[src/hdl/cdo_pkg.sv]
`timescale 1ns / 1ps
// ----------------------------------------------------------------------------
// Calendar date offset package
// Field widths, pipeline depth, status codes and the calendar tables used
// by the forward (date to day number) and inverse (day number to date) paths.
// ----------------------------------------------------------------------------
package cdo_pkg;

  // Default year window
  localparam int FIRST_YEAR_DEF = 1800;
  localparam int LAST_YEAR_DEF  = 9999;

  // Field widths
  localparam int DAY_W  = 5;
  localparam int MON_W  = 4;
  localparam int YEAR_W = 14;
  localparam int OFF_W  = 22;
  localparam int WDAY_W = 3;
  localparam int SER_W  = 22;

  // Absolute day count (from 0000-03-01) and signed target sum widths
  localparam int ABS_W  = 22;
  localparam int SUM_W  = 25;

  // Pipeline depth: forward stages, then inverse stages up to the output
  localparam int FWD_STAGES = 3;
  localparam int STAGES     = 11;

  localparam int DAYS_PER_ERA = 146097;

  typedef enum logic [1:0] {
    ST_OK       = 2'd0,
    ST_BAD_DATE = 2'd1,
    ST_RANGE    = 2'd2
  } status_t;

  // Transaction handed from the forward path to the inverse path
  typedef struct packed {
    logic signed [SUM_W-1:0] target;
    logic                    bad;
  } cdo_day_t;

  // Absolute day number of a date, used for elaboration constants only
  function automatic logic [ABS_W-1:0] abs_day_f(input int y_i, input int m_i,
                                                 input int d_i);
    int y;
    int mp;
    int era;
    int yoe;
    int doy;
    int doe;
    y   = (m_i <= 2) ? y_i - 1 : y_i;
    era = y / 400;
    yoe = y - era * 400;
    mp  = (m_i > 2) ? m_i - 3 : m_i + 9;
    doy = (153 * mp + 2) / 5 + d_i - 1;
    doe = yoe * 365 + yoe / 4 - yoe / 100 + doy;
    return ABS_W'(era * DAYS_PER_ERA + doe);
  endfunction

  // Month index counted from March (March is 0, February is 11)
  function automatic logic [3:0] march_month_f(input logic [MON_W-1:0] m);
    return (m > 4'd2) ? m - 4'd3 : m + 4'd9;
  endfunction

  // First day of a March-based month within the shifted year
  function automatic logic [8:0] march_start_f(input logic [3:0] mp);
    logic [8:0] s;
    unique case (mp)
      4'd0:    s = 9'd0;
      4'd1:    s = 9'd31;
      4'd2:    s = 9'd61;
      4'd3:    s = 9'd92;
      4'd4:    s = 9'd122;
      4'd5:    s = 9'd153;
      4'd6:    s = 9'd184;
      4'd7:    s = 9'd214;
      4'd8:    s = 9'd245;
      4'd9:    s = 9'd275;
      4'd10:   s = 9'd306;
      4'd11:   s = 9'd337;
      default: s = 9'd0;
    endcase
    return s;
  endfunction

  // Length of a calendar month
  function automatic logic [DAY_W-1:0] month_len_f(input logic [MON_W-1:0] m,
                                                   input logic leap);
    logic [DAY_W-1:0] len;
    unique case (m)
      4'd2:                      len = leap ? 5'd29 : 5'd28;
      4'd4, 4'd6, 4'd9, 4'd11:   len = 5'd30;
      default:                   len = 5'd31;
    endcase
    return len;
  endfunction

endpackage

[src/hdl/cdo_to_day.sv]
`timescale 1ns / 1ps
// ----------------------------------------------------------------------------
// Forward path: date check and conversion to a day number
// Three stages: divide the year by 100, check the date and sum the year days,
// then add the month start, the day and the signed offset.
// ----------------------------------------------------------------------------
module cdo_to_day
  import cdo_pkg::*;
#(
  parameter int FIRST_YEAR = FIRST_YEAR_DEF,
  parameter int LAST_YEAR  = LAST_YEAR_DEF
) (
  input  logic                     clk,
  input  logic [FWD_STAGES-1:0]    en,
  input  logic [DAY_W-1:0]         day,
  input  logic [MON_W-1:0]         month,
  input  logic [YEAR_W-1:0]        year,
  input  logic signed [OFF_W-1:0]  offset,
  output cdo_day_t                 day_o
);

  localparam logic [YEAR_W-1:0] FY = YEAR_W'(FIRST_YEAR);
  localparam logic [YEAR_W-1:0] LY = YEAR_W'(LAST_YEAR);

  // Year / 100 by reciprocal multiply, exact for any 14-bit year
  localparam int     Q100_S  = 21;
  localparam int     Q100_MW = 15;
  localparam int     Q100_PW = YEAR_W + Q100_MW;
  localparam longint Q100_M  = ((longint'(1) << Q100_S) + 100 - 1) / 100;

  localparam int DAYS_W = 23;

  typedef struct packed {
    logic [DAY_W-1:0]        day;
    logic [MON_W-1:0]        month;
    logic [YEAR_W-1:0]       year;
    logic [YEAR_W-1:0]       yp;
    logic [7:0]              q100y;
    logic [7:0]              q100p;
    logic [8:0]              md;
    logic signed [OFF_W-1:0] off;
  } s1_t;

  typedef struct packed {
    logic [DAYS_W-1:0]       days;
    logic [8:0]              md;
    logic signed [OFF_W-1:0] off;
    logic                    valid;
  } s2_t;

  s1_t s1_r, s1_nxt;
  s2_t s2_r, s2_nxt;
  cdo_day_t s3_r, s3_nxt;

  logic [Q100_PW-1:0] prod_y;
  logic [Q100_PW-1:0] prod_p;
  logic [14:0]        hund_y;
  logic               cent;
  logic               leap;
  logic [DAY_W-1:0]   mlen;

  // Stage 1: shift the year for January and February, divide by 100
  always_comb begin
    s1_nxt.day   = day;
    s1_nxt.month = month;
    s1_nxt.year  = year;
    s1_nxt.yp    = (month <= 4'd2) ? year - 14'd1 : year;
    prod_y       = Q100_PW'(year) * Q100_PW'(Q100_M);
    prod_p       = Q100_PW'(s1_nxt.yp) * Q100_PW'(Q100_M);
    s1_nxt.q100y = prod_y[Q100_PW-1:Q100_S];
    s1_nxt.q100p = prod_p[Q100_PW-1:Q100_S];
    s1_nxt.md    = march_start_f(march_month_f(month)) + 9'(day) - 9'd1;
    s1_nxt.off   = offset;
  end

  always_ff @(posedge clk) begin
    if (en[0]) s1_r <= s1_nxt;
  end

  // Stage 2: leap rule, date check and days before the shifted year
  always_comb begin
    hund_y = 15'(s1_r.q100y) * 15'd100;
    cent   = (hund_y == 15'(s1_r.year));
    leap   = ((s1_r.year[1:0] == 2'd0) && !cent) || (cent && (s1_r.q100y[1:0] == 2'd0));
    mlen   = month_len_f(s1_r.month, leap);
    s2_nxt.valid = (s1_r.year >= FY) && (s1_r.year <= LY) &&
                   (s1_r.month >= 4'd1) && (s1_r.month <= 4'd12) &&
                   (s1_r.day >= 5'd1) && (s1_r.day <= mlen);
    s2_nxt.days  = DAYS_W'(s1_r.yp) * DAYS_W'(365) + DAYS_W'(s1_r.yp >> 2)
                   - DAYS_W'(s1_r.q100p) + DAYS_W'(s1_r.q100p >> 2);
    s2_nxt.md    = s1_r.md;
    s2_nxt.off   = s1_r.off;
  end

  always_ff @(posedge clk) begin
    if (en[1]) s2_r <= s2_nxt;
  end

  // Stage 3: add month start, day and signed offset
  always_comb begin
    s3_nxt.target = $signed(SUM_W'(s2_r.days)) + $signed(SUM_W'(s2_r.md)) +
                    SUM_W'(s2_r.off);
    s3_nxt.bad    = !s2_r.valid;
  end

  always_ff @(posedge clk) begin
    if (en[2]) s3_r <= s3_nxt;
  end

  assign day_o = s3_r;

endmodule

[src/hdl/cdo_from_day.sv]
`timescale 1ns / 1ps
// ----------------------------------------------------------------------------
// Inverse path: range check and conversion of a day number back to a date
// Eight stages: era split, day of era, year of era, day of year, month and
// day, with the weekday and the serial day number carried alongside.
// ----------------------------------------------------------------------------
module cdo_from_day
  import cdo_pkg::*;
#(
  parameter int FIRST_YEAR = FIRST_YEAR_DEF,
  parameter int LAST_YEAR  = LAST_YEAR_DEF
) (
  input  logic                          clk,
  input  logic [STAGES-FWD_STAGES-1:0]  en,
  input  cdo_day_t                      day_i,
  output logic [DAY_W-1:0]              day_out,
  output logic [MON_W-1:0]              month_out,
  output logic [YEAR_W-1:0]             year_out,
  output logic [WDAY_W-1:0]             weekday,
  output logic [SER_W-1:0]              day_serial,
  output status_t                       status
);

  localparam logic [ABS_W-1:0] BASE = abs_day_f(FIRST_YEAR, 1, 1);
  localparam logic [ABS_W-1:0] LAST = abs_day_f(LAST_YEAR, 12, 31);

  localparam int DOE_W = 18;
  localparam int YOE_W = 9;
  localparam int DOY_W = 9;

  // Reciprocal multipliers; shift = dividend bits + divisor bits keeps them exact
  localparam int     ERA_S  = 40;
  localparam int     ERA_PW = ABS_W + 23;
  localparam longint ERA_M  = ((longint'(1) << ERA_S) + DAYS_PER_ERA - 1) / DAYS_PER_ERA;
  localparam int     Q7_S   = 25;
  localparam int     Q7_PW  = ABS_W + 23;
  localparam longint Q7_M   = ((longint'(1) << Q7_S) + 7 - 1) / 7;
  localparam int     Q4Y_S  = 29;
  localparam int     Q4Y_PW = DOE_W + 19;
  localparam longint Q4Y_M  = ((longint'(1) << Q4Y_S) + 1460 - 1) / 1460;
  localparam int     Q1C_S  = 34;
  localparam int     Q1C_PW = DOE_W + 19;
  localparam longint Q1C_M  = ((longint'(1) << Q1C_S) + 36524 - 1) / 36524;
  localparam int     QYR_S  = 27;
  localparam int     QYR_PW = DOE_W + 19;
  localparam longint QYR_M  = ((longint'(1) << QYR_S) + 365 - 1) / 365;
  localparam int     QYC_S  = 16;
  localparam int     QYC_PW = YOE_W + 10;
  localparam longint QYC_M  = ((longint'(1) << QYC_S) + 100 - 1) / 100;
  localparam int     QMP_S  = 19;
  localparam int     QMP_PW = 11 + 12;
  localparam longint QMP_M  = ((longint'(1) << QMP_S) + 153 - 1) / 153;

  // Fields carried to the output; weekday and serial are cleared on a failed status
  typedef struct packed {
    logic [WDAY_W-1:0] wd;
    logic [SER_W-1:0]  ser;
    status_t           st;
  } side_t;

  typedef struct packed {
    logic [ABS_W-1:0]  a;
    logic [4:0]        era;
    logic [19:0]       q7;
    logic [SER_W-1:0]  ser;
    status_t           st;
  } s4_t;

  typedef struct packed {
    logic [DOE_W-1:0]  doe;
    logic [4:0]        era;
    side_t             side;
  } s5_t;

  typedef struct packed {
    logic [DOE_W-1:0]  doe;
    logic [7:0]        q4y;
    logic [2:0]        q1c;
    logic              qlast;
    logic [4:0]        era;
    side_t             side;
  } s6_t;

  typedef struct packed {
    logic [DOE_W-1:0]  n;
    logic [DOE_W-1:0]  doe;
    logic [4:0]        era;
    side_t             side;
  } s7_t;

  typedef struct packed {
    logic [YOE_W-1:0]  yoe;
    logic [DOE_W-1:0]  doe;
    logic [4:0]        era;
    side_t             side;
  } s8_t;

  typedef struct packed {
    logic [DOY_W-1:0]  doy;
    logic [YEAR_W-1:0] yy;
    side_t             side;
  } s9_t;

  typedef struct packed {
    logic [3:0]        mp;
    logic [DOY_W-1:0]  doy;
    logic [YEAR_W-1:0] yy;
    side_t             side;
  } s10_t;

  typedef struct packed {
    logic [DAY_W-1:0]  day;
    logic [MON_W-1:0]  month;
    logic [YEAR_W-1:0] year;
    side_t             side;
  } s11_t;

  s4_t  s4_r,  s4_nxt;
  s5_t  s5_r,  s5_nxt;
  s6_t  s6_r,  s6_nxt;
  s7_t  s7_r,  s7_nxt;
  s8_t  s8_r,  s8_nxt;
  s9_t  s9_r,  s9_nxt;
  s10_t s10_r, s10_nxt;
  s11_t s11_r, s11_nxt;

  logic [ERA_PW-1:0] era_prod;
  logic [Q7_PW-1:0]  q7_prod;
  logic              in_rng;
  logic [22:0]       era_days;
  logic [2:0]        rem7;
  logic [3:0]        wd_sum;
  logic [Q4Y_PW-1:0] q4y_prod;
  logic [Q1C_PW-1:0] q1c_prod;
  logic [QYR_PW-1:0] qyr_prod;
  logic [QYC_PW-1:0] qyc_prod;
  logic [DOE_W-1:0]  yr_days;
  logic [10:0]       mp_num;
  logic [QMP_PW-1:0] qmp_prod;
  logic [MON_W-1:0]  mon;

  // Stage 4: range check, serial number, era and week quotients
  always_comb begin
    in_rng     = (day_i.target >= $signed(SUM_W'(BASE))) &&
                 (day_i.target <= $signed(SUM_W'(LAST)));
    s4_nxt.a   = day_i.target[ABS_W-1:0];
    era_prod   = ERA_PW'(s4_nxt.a) * ERA_PW'(ERA_M);
    q7_prod    = Q7_PW'(s4_nxt.a) * Q7_PW'(Q7_M);
    s4_nxt.era = era_prod[ERA_PW-1:ERA_S];
    s4_nxt.q7  = q7_prod[Q7_PW-1:Q7_S];
    s4_nxt.ser = SER_W'(s4_nxt.a - BASE);
    if (day_i.bad) begin
      s4_nxt.st = ST_BAD_DATE;
    end else if (!in_rng) begin
      s4_nxt.st = ST_RANGE;
    end else begin
      s4_nxt.st = ST_OK;
    end
  end

  always_ff @(posedge clk) begin
    if (en[0]) s4_r <= s4_nxt;
  end

  // Stage 5: day of era and weekday
  always_comb begin
    era_days   = 23'(s4_r.era) * 23'(DAYS_PER_ERA);
    s5_nxt.doe = DOE_W'(23'(s4_r.a) - era_days);
    rem7       = 3'(s4_r.a - ABS_W'(s4_r.q7 * 20'd7));
    wd_sum     = 4'(rem7) + 4'd2;
    if (wd_sum >= 4'd7) begin
      wd_sum = wd_sum - 4'd7;
    end
    s5_nxt.era      = s4_r.era;
    s5_nxt.side.wd  = 3'(wd_sum) + 3'd1;
    s5_nxt.side.ser = s4_r.ser;
    s5_nxt.side.st  = s4_r.st;
  end

  always_ff @(posedge clk) begin
    if (en[1]) s5_r <= s5_nxt;
  end

  // Stage 6: leap corrections of the day of era
  always_comb begin
    q4y_prod     = Q4Y_PW'(s5_r.doe) * Q4Y_PW'(Q4Y_M);
    q1c_prod     = Q1C_PW'(s5_r.doe) * Q1C_PW'(Q1C_M);
    s6_nxt.q4y   = q4y_prod[Q4Y_PW-1:Q4Y_S];
    s6_nxt.q1c   = q1c_prod[Q1C_PW-1:Q1C_S];
    s6_nxt.qlast = (s5_r.doe == DOE_W'(DAYS_PER_ERA - 1));
    s6_nxt.doe   = s5_r.doe;
    s6_nxt.era   = s5_r.era;
    s6_nxt.side  = s5_r.side;
  end

  always_ff @(posedge clk) begin
    if (en[2]) s6_r <= s6_nxt;
  end

  // Stage 7: fold the corrections into a 365-day count
  always_comb begin
    s7_nxt.n    = s6_r.doe - DOE_W'(s6_r.q4y) + DOE_W'(s6_r.q1c) - DOE_W'(s6_r.qlast);
    s7_nxt.doe  = s6_r.doe;
    s7_nxt.era  = s6_r.era;
    s7_nxt.side = s6_r.side;
  end

  always_ff @(posedge clk) begin
    if (en[3]) s7_r <= s7_nxt;
  end

  // Stage 8: year of era
  always_comb begin
    qyr_prod    = QYR_PW'(s7_r.n) * QYR_PW'(QYR_M);
    s8_nxt.yoe  = qyr_prod[QYR_S+YOE_W-1:QYR_S];
    s8_nxt.doe  = s7_r.doe;
    s8_nxt.era  = s7_r.era;
    s8_nxt.side = s7_r.side;
  end

  always_ff @(posedge clk) begin
    if (en[4]) s8_r <= s8_nxt;
  end

  // Stage 9: day of the March-based year and full shifted year
  always_comb begin
    qyc_prod    = QYC_PW'(s8_r.yoe) * QYC_PW'(QYC_M);
    yr_days     = DOE_W'(s8_r.yoe) * DOE_W'(365) + DOE_W'(s8_r.yoe >> 2)
                  - DOE_W'(qyc_prod[QYC_PW-1:QYC_S]);
    s9_nxt.doy  = DOY_W'(s8_r.doe - yr_days);
    s9_nxt.yy   = YEAR_W'(s8_r.era) * YEAR_W'(400) + YEAR_W'(s8_r.yoe);
    s9_nxt.side = s8_r.side;
  end

  always_ff @(posedge clk) begin
    if (en[5]) s9_r <= s9_nxt;
  end

  // Stage 10: March-based month
  always_comb begin
    mp_num       = 11'(s9_r.doy) * 11'd5 + 11'd2;
    qmp_prod     = QMP_PW'(mp_num) * QMP_PW'(QMP_M);
    s10_nxt.mp   = qmp_prod[QMP_PW-1:QMP_S];
    s10_nxt.doy  = s9_r.doy;
    s10_nxt.yy   = s9_r.yy;
    s10_nxt.side = s9_r.side;
  end

  always_ff @(posedge clk) begin
    if (en[6]) s10_r <= s10_nxt;
  end

  // Stage 11: calendar day, month and year; clear fields on a failed status
  always_comb begin
    mon = (s10_r.mp < 4'd10) ? s10_r.mp + 4'd3 : s10_r.mp - 4'd9;
    s11_nxt.day   = DAY_W'(s10_r.doy - march_start_f(s10_r.mp) + 9'd1);
    s11_nxt.month = mon;
    s11_nxt.year  = s10_r.yy + YEAR_W'(mon <= 4'd2);
    s11_nxt.side  = s10_r.side;
    if (s10_r.side.st != ST_OK) begin
      s11_nxt.day      = '0;
      s11_nxt.month    = '0;
      s11_nxt.year     = '0;
      s11_nxt.side.wd  = '0;
      s11_nxt.side.ser = '0;
    end
  end

  always_ff @(posedge clk) begin
    if (en[7]) s11_r <= s11_nxt;
  end

  assign day_out    = s11_r.day;
  assign month_out  = s11_r.month;
  assign year_out   = s11_r.year;
  assign weekday    = s11_r.side.wd;
  assign day_serial = s11_r.side.ser;
  assign status     = s11_r.side.st;

endmodule

[src/hdl/calendar_date_offset_top.sv]
`timescale 1ns / 1ps
// A result reaches out_valid through the three forward and eight inverse stages.
// Throughput: one transaction per cycle while out_ready is high; a stage advances
// when it is empty or its successor advances, so bubbles close during output stalls.
// Reset (rst_n low, synchronous) clears all stage valid bits; data is kept.
// ----------------------------------------------------------------------------
// Calendar date offset top level
// Checks a Gregorian date, moves it by a signed number of days and returns
// the new date, weekday, serial day number and status.
// ----------------------------------------------------------------------------
module calendar_date_offset_top
  import cdo_pkg::*;
#(
  parameter int FIRST_YEAR = FIRST_YEAR_DEF,
  parameter int LAST_YEAR  = LAST_YEAR_DEF
) (
  input  logic                     clk,
  input  logic                     rst_n,
  input  logic                     in_valid,
  output logic                     in_ready,
  input  logic [DAY_W-1:0]         in_day_in,
  input  logic [MON_W-1:0]         in_month_in,
  input  logic [YEAR_W-1:0]        in_year_in,
  input  logic signed [OFF_W-1:0]  in_day_offset,
  output logic                     out_valid,
  input  logic                     out_ready,
  output logic [DAY_W-1:0]         out_day_out,
  output logic [MON_W-1:0]         out_month_out,
  output logic [YEAR_W-1:0]        out_year_out,
  output logic [WDAY_W-1:0]        out_weekday,
  output logic [SER_W-1:0]         out_day_serial,
  output status_t                  out_status
);

  logic [STAGES-1:0] vld_r, vld_nxt;
  logic [STAGES-1:0] stg_en;
  cdo_day_t          fwd_day;

  // Advance a stage when it holds nothing or its successor advances
  always_comb begin
    stg_en[STAGES-1] = !vld_r[STAGES-1] || out_ready;
    for (int k = STAGES - 2; k >= 0; k--) begin
      stg_en[k] = !vld_r[k] || stg_en[k+1];
    end
  end

  // Move valid bits along with the data
  always_comb begin
    vld_nxt = vld_r;
    if (stg_en[0]) vld_nxt[0] = in_valid;
    for (int k = 1; k < STAGES; k++) begin
      if (stg_en[k]) vld_nxt[k] = vld_r[k-1];
    end
  end

  always_ff @(posedge clk) begin
    if (!rst_n) begin
      vld_r <= '0;
    end else begin
      vld_r <= vld_nxt;
    end
  end

  assign in_ready  = stg_en[0];
  assign out_valid = vld_r[STAGES-1];

  cdo_to_day #(
    .FIRST_YEAR (FIRST_YEAR),
    .LAST_YEAR  (LAST_YEAR)
  ) u_to_day (
    .clk    (clk),
    .en     (stg_en[FWD_STAGES-1:0]),
    .day    (in_day_in),
    .month  (in_month_in),
    .year   (in_year_in),
    .offset (in_day_offset),
    .day_o  (fwd_day)
  );

  cdo_from_day #(
    .FIRST_YEAR (FIRST_YEAR),
    .LAST_YEAR  (LAST_YEAR)
  ) u_from_day (
    .clk        (clk),
    .en         (stg_en[STAGES-1:FWD_STAGES]),
    .day_i      (fwd_day),
    .day_out    (out_day_out),
    .month_out  (out_month_out),
    .year_out   (out_year_out),
    .weekday    (out_weekday),
    .day_serial (out_day_serial),
    .status     (out_status)
  );

endmodule

[config.mk]
export PLATFORM = sky130hd
export DESIGN_NAME = calendar_date_offset_top
export DESIGN_NICKNAME = d
export VERILOG_FILES = /design/src/hdl/cdo_pkg.sv /design/src/hdl/cdo_to_day.sv /design/src/hdl/cdo_from_day.sv /design/src/hdl/calendar_date_offset_top.sv
export SDC_FILE = /design/constraint.sdc
export NUM_CORES = 2
export LEC_CHECK = 0
export ABC_AREA = 0
export BUFFER_PORTS_ARGS = -buffer_cell sky130_fd_sc_hd__clkbuf_2
export CAP_MARGIN = 20
export CORE_MARGIN = 4
export CORE_UTILIZATION = 60
export CTS_CLUSTER_SIZE = 14
export DETAILED_ROUTE_END_ITERATION = 7
export HOLD_SLACK_MARGIN = 0.08
export PLACE_DENSITY = 0.76
export SETUP_SLACK_MARGIN = 0.3
export SYNTH_ARGS = -nofsm -noshare
export SYNTH_HDL_FRONTEND = slang
export SYNTH_SLANG_ARGS = --single-unit
[constraint.sdc]
create_clock -name clk -period 7.81 [get_ports clk]
set_input_delay 0.3905 -clock clk [delete_from_list [all_inputs] [get_ports clk]]
set_output_delay 0.3905 -clock clk [all_outputs]
set_load 0.02 [all_outputs]
======== After elaboration in Yosys (flattened, before gate mapping) ========
Memories as Yosys holds them, arrays and structs flattened. A register that Yosys moved wholly into a read port is not among the register bits.
Index checks and enable logic that the tools add are counted.
Widths: inputs -> output; s select.
storage, ports and cells
  ROM bits ................................ 288
  input port bits ......................... 49
  memories ................................ 2
  register bits ........................... 614
  logic and storage cells ................. 184
operators by class
  multiply operators ...................... 16
  muxes and demuxes ....................... 8
  $lt $le $gt $ge ......................... 13
  reduce and logical (&&, ||, !) cells .... 37
  equal/unequal tests ..................... 7
  add/subtract/negate cells ............... 29
memories
  memory            words  bits a word  rd ports  clocked after Yosys merged registers in  write ports  line           text
  (name not given)  16     9            1         1                                        0            cdo_pkg.sv:69  unique case (mp)
  (name not given)  16     9            1         0                                        0            cdo_pkg.sv:69
operators with widths
  cell                    count
  $mul 14x13->27 const B  2
  $mul 22x23->45 const B  1
  $mul 22x22->44 const B  1
  $mul 18x19->37 const B  1
  $mul 18x16->34 const B  1
  $mul 18x16->33 const B  1
  $add 25x22->25          1
  $ge 25x21->1 const B    1
  $le 25x23->1 const B    1
  $add 23x9->24           1
  $add 23x12->23          1
  $add 23x6->23           1
  $mul 11x12->23 const B  1
  $mul 14x9->23 const B   1
  $sub 23x8->23           1
  $sub 22x20->22 const B  1
  $mul 20x3->3 const B    1
  $add 18x3->18           1
  $eq 18x18->1 const B    1
  $mul 5x18->18 const B   1
  $sub 18x1->18           1
  $sub 18x18->18          1
  $sub 18x8->18           1
  $eq 15x14->1            1
  other kinds (49)        85

======== Longest topological paths before layout ========
  word-level depth ........................ 12
  mapped depth ............................ 32

======== Modules after synthesis ========
From an unflattened synthesis, not the netlist that was laid out.
second synthesis, totals
  cells, all modules ...................... 5,748
  area, all modules ....................... 67,827.6 um^2
by module, submodules not included
  module                    sequential area each (um^2)  cells each  times used  area an instance (um^2)
  cdo_from_day              12,742.2                     3,991       1           48,455.2
  cdo_to_day                4,954.8                      1,708       1           18,899.4
  calendar_date_offset_top  220.2                        49          1           473.0

======== Worst setup path after synthesis ========
OpenSTA, ideal clock, no wires.
  kind .................................... input-to-reg
  start point ............................. input port in_month_in[1]
  end point ............................... register u_to_day.s1_r[38] (netlist name), data pin
  stages .................................. 26
  path slack .............................. 0.610 ns
  path buffers ............................ 1
  data arrival time ....................... 6.938 ns
  data required time ...................... 7.548 ns
  path through ............................ clkbuf_1 nand2_1 inv_1 nor3_1 nand2_1 a21oi_1 and2_1 nand2_1 xnor2_1 ha_1 fa_1 inv_1 fa_1 inv_1 fa_1 fa_1 ha_1 a21o_1 a21o_1 a21oi_1 o22ai_1 a2111oi_0 o21bai_1 and4_1 a2111oi_4 xnor2_1
RTL lines
  element                 line                            text
  start: declaration      calendar_date_offset_top.sv:22  input logic [MON_W-1:0] in_month_in,
  end signal: assignment  cdo_to_day.sv:77                if (en[0]) s1_r <= s1_nxt;
  end: declaration        cdo_to_day.sv:51                s1_t s1_r, s1_nxt;

==> qor.yml <==
route:
  maxUsedRoutingLayer: "met4"
  drt_iter0_markers: 1894
  via_per_inst: 5.347
  drc: 0
  finalWirelength_um: 133400
  wl_met3_um: 6379
  avgRoutedWirePerCell_um: 17.85
  wl_met1_um: 58750
  wl_met2_um: 64520
  dr.pass1.iters: 6
  antenna_left: 0
  vias: 39960
sta:
  fmax_mhz: 141.0
  finalHoldViolCount: 0
  relSlewSlack_pct: 38.63
  rsz0062_at_grt: "yes"
  setup_tns_ns: 0
  period_needed_ns: 7.092
  timing.hold.ws_ns: 0.1366
  post-route-period-util_pct: 90.81
  drv_slew: 0
  setup_slack_ns: 0.7178
  fin_skew_ns: 0.03477
  worst_slew_pin_slew_ns: 0.9206
  finalSetupViolations: 0
synthesis:
  synth_nets: 8024
  yosysSeqAreaShare_pct: 26.53
  yosysWarningCount: 0
  async_flop_share_pct: 0
  yosys.cell_types.count: 80
  synth_ff_type: "edfxtp_1"
  synth_area_um2: 67540
  syn-instance-count: 5681
  synth_edf_count: 586
  synth_largest_area_cell: "fa_1"
  synth.area.top_cells: "fa_1, edfxtp_1, ha_1"
  synth_seq_cells: 602
  synth_top_cell_area_share_pct: 26.35
  syn-mean-instance-area_um2: 11.89
floorplanning:
  core_um2: 111300
  rows: 122
  die_x_um: 343.5
  die_y_um: 343.5
  die-area_um2: 118000
  initial_core_util_pct: 60.69
  io_pins: 101
worst_setup_path:
  critPathLaunchType: "register"
  cp_slowest_cell: "edfxtp_1"
  critPathMaxStageDelay_ns: 0.54
  end_kind: "register"
  cp.arrival_ns: 7.46
  cp.required_ns: 8.18
  cp_max_fo: 8
  criticalPathCategory: "register to register"
clocking:
  cts_made_buffers: 67
  clock_sinks: 602
  clk_latency_ns: 0.63
  clock_path_buffers: 3
  ctsHtreeMaxLevel: 3
  cts_root_buf: "clkbuf_16"
  cts_tree: "yes"
  path_clk_slew_ns: 0.06
grt:
  grt_max_degree: 63
  grt_pass1_wl_um: 223100
  antenna_found_initial: 1
  first_global_vias: 43560
  grt_usage_pct: 23.81
  overflow: 0
placed_design:
  io_buffers: 100
  gp_congestion: 0.9050
  dp_hpwl_um: 111800
  dp_slack_ns: 0.6246
  dp_cells: 7310
run_status:
  status: "finished clean"
finish:
  drive_gt1_share_pct: 5.379
  area_delta_synth_final_pct: 8.173
  nNetsFinal: 8278
  finalNonFillerCells: 7474
  diodes: 0
worst_hold_path:
  hold_path.class: "input port to register"
job:
  cap_violations: 0
[path summary, 6_finish.rpt]
path,to,start,cells past startpoint,slack [ns]
worst max register to register,u_from_day.s10_nxt[49],u_from_day.s8_r[53],30,0.72
worst min-delay path,vld_r[0],in_valid,3,0.14
worst max-delay path,u_from_day.s10_nxt[49],u_from_day.s8_r[53],30,0.72
worst min register to register,u_from_day.s6_r[29],u_from_day.s5_r[29],0,0.40
[cell families after synthesis]
group                      after synthesis  synth area share [%]
buffers and inverters                 1458                 8.103
adders and majority gates             2294                 52.38
DFF                                    602                 26.53
muxes                                   10                0.1612
and+or+nand+nor                        502                 3.792
xor gates and xnor gates               295                 3.825
AOI/OAI and AO/OA                      520                 5.211
[stage by stage]
stage | util [%] | instance area [um^2]
finish | 65.65 | 73060
detailed placement | 63.15 | 70280
global route | 65.65 | 73060
floorplan | - | 67540
global placement | 63.15 | 70280
CTS | 65.52 | 72910
[cells in the mapped netlist (19+ instances only)]
cell type,number
a21oi_1,152
a21o_1,92
nand2b_1,19
ha_1,1405
fa_1,889
o21bai_1,30
o21a_1,30
nand3_1,45
nor3_1,39
o21ai_0,72
edfxtp_1,586
nor2_1,114
nand2_1,104
and2_1,45
nor2b_1,21
and3_1,35
nand4_1,31
xor2_1,79
xnor2_1,216
inv_1,1443
[state kept, by name, summed over array words and instances (netlist names), named ones only]
| signal | cells |
|---|---|
| u_from_day.s10_r | 50 |
| u_from_day.s5_r | 50 |
| u_from_day.status | 2 |
| u_to_day.s2_r | 55 |
| u_from_day.day_serial | 22 |
| vld_r | 11 |
| u_to_day.day_o | 26 |
| u_from_day.year_out | 14 |
| u_from_day.s8_r | 50 |
| u_to_day.s1_r | 84 |
| u_from_day.weekday | 3 |
| u_from_day.day_out | 5 |
| u_from_day.s4_r | 50 |
| u_from_day.s10_nxt | 50 |
| u_from_day.month_out | 4 |
| u_from_day.s6_r | 62 |
| u_from_day.s7_r | 59 |
[layout by cell type, fill, tap and decap left out, types with 45 or more instances in the layout]
cell	Yosys	routed
and2_1	45	45
o21ai_0	72	72
nand2_1	104	101
xor2_1	79	77
inv_1	1443	1438
clkbuf_16	0	67
a21o_1	92	92
a21oi_1	152	152
fa_1	889	889
edfxtp_1	586	586
nor2_1	114	114
clkbuf_2	0	100
ha_1	1405	1405
xnor2_1	216	215
buf_4	0	59
[critical path: cells and delay by family, from the launching register on]
family                   cells  cell delay (ns)
AND/OR/NAND/NOR              2             0.23
flip-flops                   1             0.54
XOR/XNOR                     2             0.27
adder cells (fa/ha/maj)     10             3.54
buffers and inverters        6             0.33
AO/OA/AOI/OAI               10             1.91
[final cells by class]
| class | count | area [um^2] |
|---|---|---|
| multi-input cells | 3621 | 44200 |
| inverters | 1445 | 5424 |
| repair buffers | 198 | 1374 |
| clock buffers | 79 | 1732 |
| clock inverters | 41 | 554.3 |
| fillers | 8231 | 38220 |
| flip-flops and latches | 602 | 17920 |
| well taps | 1488 | 1862 |
[timing repair]
item / in CTS / in global routing
hold endpoints to repair: 35 / 0
endpoints found under the setup margin: 0 / 5
gates resized for setup: 0 / 6
buffers inserted: 0 / 5
hold buffers: 35 / 0
[per-layer routing]
metal  GRT usage [%]  vias to the layer above
met5               0                        -
met4           6.231                        0
met3           3.507                      195
met2           40.09                      843
met1           32.64                    19880
li1                -                    19050
Power is left out: the tool's default activity adds up to more than one toggle a clock period on the data nets, which glitch-free logic cannot reach.
